===== src/hdl/slab_free_list_allocator_defines.svh =====
// Assertion macros for the slab free-list allocator.
// Included by the top level; no other dependencies.
`ifndef SLAB_FREE_LIST_ALLOCATOR_DEFINES_SVH
`define SLAB_FREE_LIST_ALLOCATOR_DEFINES_SVH

// same-cycle implication, disabled in reset
`define SFA_ASSERT_NOW(label, clk, rst, ante, cons) \
  label: assert property (@(posedge clk) disable iff (rst) (ante) |-> (cons)) \
    else $error("slab allocator check failed");

// next-cycle implication, disabled in reset
`define SFA_ASSERT_NEXT(label, clk, rst, ante, cons) \
  label: assert property (@(posedge clk) disable iff (rst) (ante) |=> (cons)) \
    else $error("slab allocator check failed");

`endif


===== src/hdl/slabfl_pkg.sv =====
// Shared types, widths and codes for the slab free-list allocator.
// No dependencies; used by slabfl_div, slab_free_list_allocator and the testbench.
package slabfl_pkg;

  localparam int ADDR_W    = 32;
  localparam int SIZE_W    = 13;
  localparam int CNT_W     = 12;
  localparam int LINK_W    = 12;
  localparam int IDX_OUT_W = 11;
  localparam int QUO_W     = CNT_W;
  localparam int PROD_W    = CNT_W + SIZE_W;
  localparam int STEP_W    = $clog2(QUO_W);

  localparam logic MODE_ALLOC = 1'b0;
  localparam logic MODE_FREE  = 1'b1;

  localparam logic ST_OK   = 1'b0;
  localparam logic ST_FAIL = 1'b1;

  // config register index, byte address is index * 4
  localparam logic [1:0] REG_BASE  = 2'd0;
  localparam logic [1:0] REG_SIZE  = 2'd1;
  localparam logic [1:0] REG_COUNT = 2'd2;

  typedef enum logic [3:0] {
    S_CLR,
    S_IDLE,
    S_AREAD,
    S_AWB,
    S_FMUL,
    S_FCHK,
    S_FDIV,
    S_FPUSH,
    S_DONE
  } state_t;

  typedef struct packed {
    logic busy;
    logic done;
  } div_stat_t;

endpackage


===== src/hdl/slabfl_div.sv =====
// Restoring divider, one quotient bit per cycle, for the free-path slot index.
// Depends on slabfl_pkg. Quotient is known to fit QUO_W bits.
module slabfl_div
  import slabfl_pkg::*;
(
  input  logic              clk,
  input  logic              rst,
  input  logic              start,
  input  logic [PROD_W-1:0] dividend,
  input  logic [SIZE_W-1:0] divisor,
  output div_stat_t         stat,
  output logic [QUO_W-1:0]  quotient
);

  logic [PROD_W-1:0] rem;
  logic [PROD_W-1:0] dsh;
  logic [STEP_W-1:0] cnt;
  logic              busy;
  logic              done;
  logic              ge;

  assign ge = (rem >= dsh);

  always_ff @(posedge clk) begin
    if (rst) begin
      busy <= 1'b0;
      done <= 1'b0;
      cnt  <= '0;
    end else begin
      // pulse after the last quotient bit
      done <= busy && !start && (cnt == '0);
      if (start) begin
        rem  <= dividend;
        dsh  <= PROD_W'(divisor) << (QUO_W - 1);
        cnt  <= STEP_W'(QUO_W - 1);
        busy <= 1'b1;
      end else if (busy) begin
        if (ge) begin
          rem <= rem - dsh;
        end
        dsh      <= dsh >> 1;
        quotient <= {quotient[QUO_W-2:0], ge};
        if (cnt == '0) begin
          busy <= 1'b0;
        end else begin
          cnt <= cnt - 1'b1;
        end
      end
    end
  end

  assign stat = '{busy: busy, done: done};

endmodule


===== config.mk =====
export PLATFORM = sky130hd
export DESIGN_NAME = slabfl_div
export DESIGN_NICKNAME = d
export VERILOG_FILES = /design/src/hdl/slab_free_list_allocator_defines.svh /design/src/hdl/slabfl_pkg.sv /design/src/hdl/slabfl_div.sv
export SDC_FILE = /design/constraint.sdc
export NUM_CORES = 1
export LEC_CHECK = 0
export BUFFER_PORTS_ARGS = -buffer_cell sky130_fd_sc_hd__buf_2
export CAP_MARGIN = 20
export CORE_MARGIN = 1
export CORE_UTILIZATION = 45
export CTS_BUF_LIST = sky130_fd_sc_hd__clkbuf_16
export CTS_CLUSTER_DIAMETER = 100
export DETAILED_ROUTE_END_ITERATION = 16
export HOLD_SLACK_MARGIN = 0.06
export MAX_ROUTING_LAYER = met4
export PLACE_DENSITY = 0.64
export SKIP_CTS_REPAIR_TIMING = 1
export SYNTH_ARGS = -nofsm -noshare
export SYNTH_HDL_FRONTEND = slang
export SYNTH_SLANG_ARGS = --single-unit

===== constraint.sdc =====
create_clock -name clk -period 4.6 [get_ports clk]
set_clock_uncertainty 0.2 [all_clocks]
set_input_delay 0.92 -clock clk [delete_from_list [all_inputs] [get_ports clk]]
set_output_delay 0.92 -clock clk [all_outputs]
set_load 0.05 [all_outputs]

After elaboration in Yosys (flattened, before gate mapping)
Index checks and enable logic that the tools add are counted.
- bits of input ports: 41
- register bits: 67
- word-level logic and storage cells: 38
- output and inout port bits: 14
- reductions and logical operators: 12
- add/sub/neg operators: 2
- eq/ne operators: 1
- multiplexer cells: 11
- bitwise gates (word level): 3
- $lt $le $gt $ge: 1
- operator list (kind ; count):
    $mux W25 ; 3
    $mux W24 ; 2
    $ge A25 B24 Y1 ; 1
    $sub A25 B24 Y25 ; 1
    $mux W4 ; 3
    $reduce_and A2 Y1 ; 3
    $reduce_and A3 Y1 ; 2
    $logic_not A4 Y1 ; 1
    $reduce_bool A2 Y1 ; 2
    $sub A4 B1 Y4 const B ; 1
    $mux W1 ; 3
    $not A1 Y1 ; 3
    $logic_and A1 B1 Y1 ; 2
    $ne A2 B2 Y1 const B ; 1
    $reduce_or A2 Y1 ; 1
    $logic_not A1 Y1 ; 1

Logic depth before layout (Yosys ltp)
- depth in word-level cells: 4
- depth in mapped cells: 9
- mapped depth without buffers: 9

Worst setup path after synthesis
No wires, ideal clock.
- path kind: reg2reg
- from: register rem[14]
- to: register rem[0], enable pin
- clock period less this slack: 3.808 ns
- stages on the path, launching flop included: 8
- setup time: 0.422 ns
- data arrival time: 3.186 ns
- data required time: 3.978 ns
- buffers on the path: 1
- slack: 0.792 ns
- path through: edfxtp_1 ha_1 clkbuf_1 nand2_1 or3_1 nor4_1 a2111oi_0 a31oi_1
- cells in the longest elaborated chain, start to end: 3
- ends and longest elaborated chain (what ; RTL line ; RTL):
    start: declaration ; slabfl_div.sv:15 ; logic [PROD_W-1:0] rem;
    start signal: assignment ; slabfl_div.sv:33 ; rem <= dividend;
    start signal: assignment ; slabfl_div.sv:39 ; rem <= rem - dsh;
    $ge A25 B24 Y1 ; slabfl_div.sv:22 ; assign ge = (rem >= dsh);
    $reduce_bool A2 Y1 (no source line) ; - ;
    $reduce_and A3 Y1 (no source line) ; - ;
No other way between the ends.
A chain may end at the register's enable or synchronous reset.

Worst setup path in the final report
- from: register rem[9]
- to: register rem[0], enable pin
The elaborated chain is that of the path after synthesis.

==> impl_metrics.csv <==
group,metric,value,unit
setup_path,cp-end-kind,"flop",
sta,setup_violations,0,
place,dp_hpwl,6780,um
sta,fin_tns_setup,0,ns
cts,htree_levels,3,
min_path,worstHoldStart,"quotient[4]",
finish,area_growth,16.48,%
detailed_routing,avgViaCountPerCell,5.607,
place,port-buffer-count,54,
status,status,"finished, final reports clean",
sta,slew_viol_final,0,
sta,final_hold_viol_count,0,
die,die_h,97.53,um
power,ir_worst_vdd,0.1701,mV
synth,synth_edf_count,61,
synth,yosysWarnings,0,
synth,syn-instance-count,414,
sta,rsz0062_at_grt,"false",
setup_path,cp-startpoint,"rem[9]",
detailed_routing,wl,9297,um
detailed_routing,first_pass_iters,4,
synth,syn_nets,482,
power,power.total,1894,uW
detailed_routing,wire_per_inst,16.11,um
die,ios,55,
die,coreArea,0.008763,mm2
die,start_util,46.86,%
finish,diodes,0,
power,powerDensity,395.9,mW/mm2
sta,fmax,285.0,MHz
grt,grt_start_max_net_pins,61,
power,p_leak,0.001971,uW
die,die-area,0.009511,mm2
synth,netlist_area,0.004106,mm2
synth,synth-async-reset-ratio,0,%
cts,clk_pin_slew,0.06,ns
synth,ys_ff_latch,67,
cts,cts_sinks,67,
die,die_w,97.53,um
setup_path,crit_arrival,3.31,ns
setup_path,required,4.40,ns
setup_path,path_max_fanout,19,
grt,grt_pass1_vias,3053,
detailed_routing,drt_iter0_markers,160,
cts,cts_buffers,9,
sta,worstMarginPinSlew,0.9710,ns
finish,final_common_cell,"edfxtp_1",
finish,regArea,0.001952,mm2
setup_path,reg2reg_from,"rem[9]",
synth,synth.avg_cell_area,9.919,um2
finish,multi_input_area,0.001962,mm2
synth,synth-seq-area-share,47.53,%
sta,slew-limit-headroom,34.98,%
synth,synth.distinct_cells,64,
grt,overflow,0,
place,place_congestion,0.9243,
cts,clk_latency,0.33,ns
grt,grt_pass1_wl,15210,um
min_path,hold_class,"reg2reg",
detailed_routing,drc,0,
cts,clockRootBuffer,"clkbuf_16",
cts,cts_buffer_depth,2,
cts,cts_tree,"yes",
grt,grtUsageTotal,20.93,%
finish,drive_gt1_share,19.83,%
sta,fin_crit_sh,76.27,%
detailed_routing,route.vias.total,3235,
finish,nNetsFinal,532,
die,num_rows,34,
finish,layout_common_cells,"61 x edfxtp_1, 58 x nand2_1, 54 x buf_2",
sta,period_minus_slack,3.509,ns
finish,nFillCells,815,
synth,ys.flop_type,"edfxtp_1",
grt,antenna_found_initial,0,
setup_path,startpoint_type,"flop",
setup_path,critPathKind,"reg2reg",
detailed_routing,ant_nets,0,
run,timing.max_cap.violations,0,
[metal layers]
metal | routed length [um] | GRT usage [%]
met5 | 0 | -
met4 | 106 | 7.466
met3 | 275 | 3.597
met2 | 4379 | 32.33
met1 | 4536 | 27.81
[worst max-delay path, cell delays in order, from the launching register on]
cell       delay, ns
edfxtp_1        0.37
ha_1            0.41
and3_1          0.23
nand2_1         0.09
or3_1           0.40
nor4_1          0.38
a2111oi_0       0.18
a31oi_2         0.52
buf_4           0.39
[cells by family (layout without fill, tap and decap cells)]
logic type	count (synthesis)	in the layout	share of synthesized area, %
buffers and inverters	50	105	4.966
adder cells (fa/ha/maj)	27	27	8.409
AND/OR/NAND/NOR	140	140	15.87
flip-flops	67	67	47.53
multiplexers	2	2	0.5180
AO/OA/AOI/OAI	114	114	19.71
XOR/XNOR	14	14	2.986
[per-stage QoR]
stage	instances	instance area, um2	setup slack [ns]	hold WS (ns)	util [%]
6_report	577	4783	1.091	0.2390	54.58
5_1_grt	577	4783	0.9113	0.2464	54.58
4_1_cts	576	4768	1.119	0.2396	54.41
3_5_place_dp	560	4458	1.149	0.2275	50.87
3_3_place_gp	560	4458	1.320	0.2247	50.87
2_1_floorplan	414	4106	0.7922	0.2853	-
[Yosys cell counts, drive strengths merged (3+ instances only)]
library cell | count | area share (%)
o31ai | 6 | 1.1
nand3 | 7 | 0.85
nand2 | 58 | 5.3
or2 | 3 | 0.46
a31oi | 4 | 0.76
inv | 30 | 2.7
a21o | 6 | 1.1
clkbuf | 14 | 1.3
a2111oi | 5 | 1.7
a21oi | 19 | 2.4
o21ai | 39 | 4.8
nor4 | 5 | 0.76
buf | 5 | 0.85
nand2b | 3 | 0.46
nand4 | 6 | 0.91
ha | 26 | 7.9
edfxtp | 61 | 45
and2 | 3 | 0.46
xnor2 | 8 | 1.7
nor2b | 4 | 0.61
xor2 | 6 | 1.3
o21a | 4 | 0.73
and3 | 5 | 0.76
dfxtp | 6 | 2.9
a211oi | 10 | 2.3
nor3 | 9 | 1.2
o211a | 3 | 0.73
nor2 | 32 | 2.9
[power breakdown]
part | switching [uW] | internal, uW
combinational | 269 | 166
clock | 252 | 468
sequential | 15.5 | 723
total | 536 | 1360
[final cells by class]
type                    count  area share, %
multi-input cells         297          41.01
flip-flops and latches     67          40.81
repair buffers             58          6.435
clock buffers               9          4.708
well taps                 108          2.825
inverters                  31          2.433
clock inverters             7          1.779
[flip-flops by register name, summed over array words and instances, names as in the netlist]
name and count:
done 1, quotient 12, rem 25, busy 1
dsh 24, cnt 4
[worst paths after layout]
kind                      end  slack (ns)  cells past startpoint
hold / removal    quotient[5]        0.24                      0
setup reg to reg       rem[0]        1.09                      8
hold reg to reg   quotient[5]        0.24                      0
setup / recovery       rem[0]        1.09                      8
No activity file was read; power rests on OpenSTA's default activity.
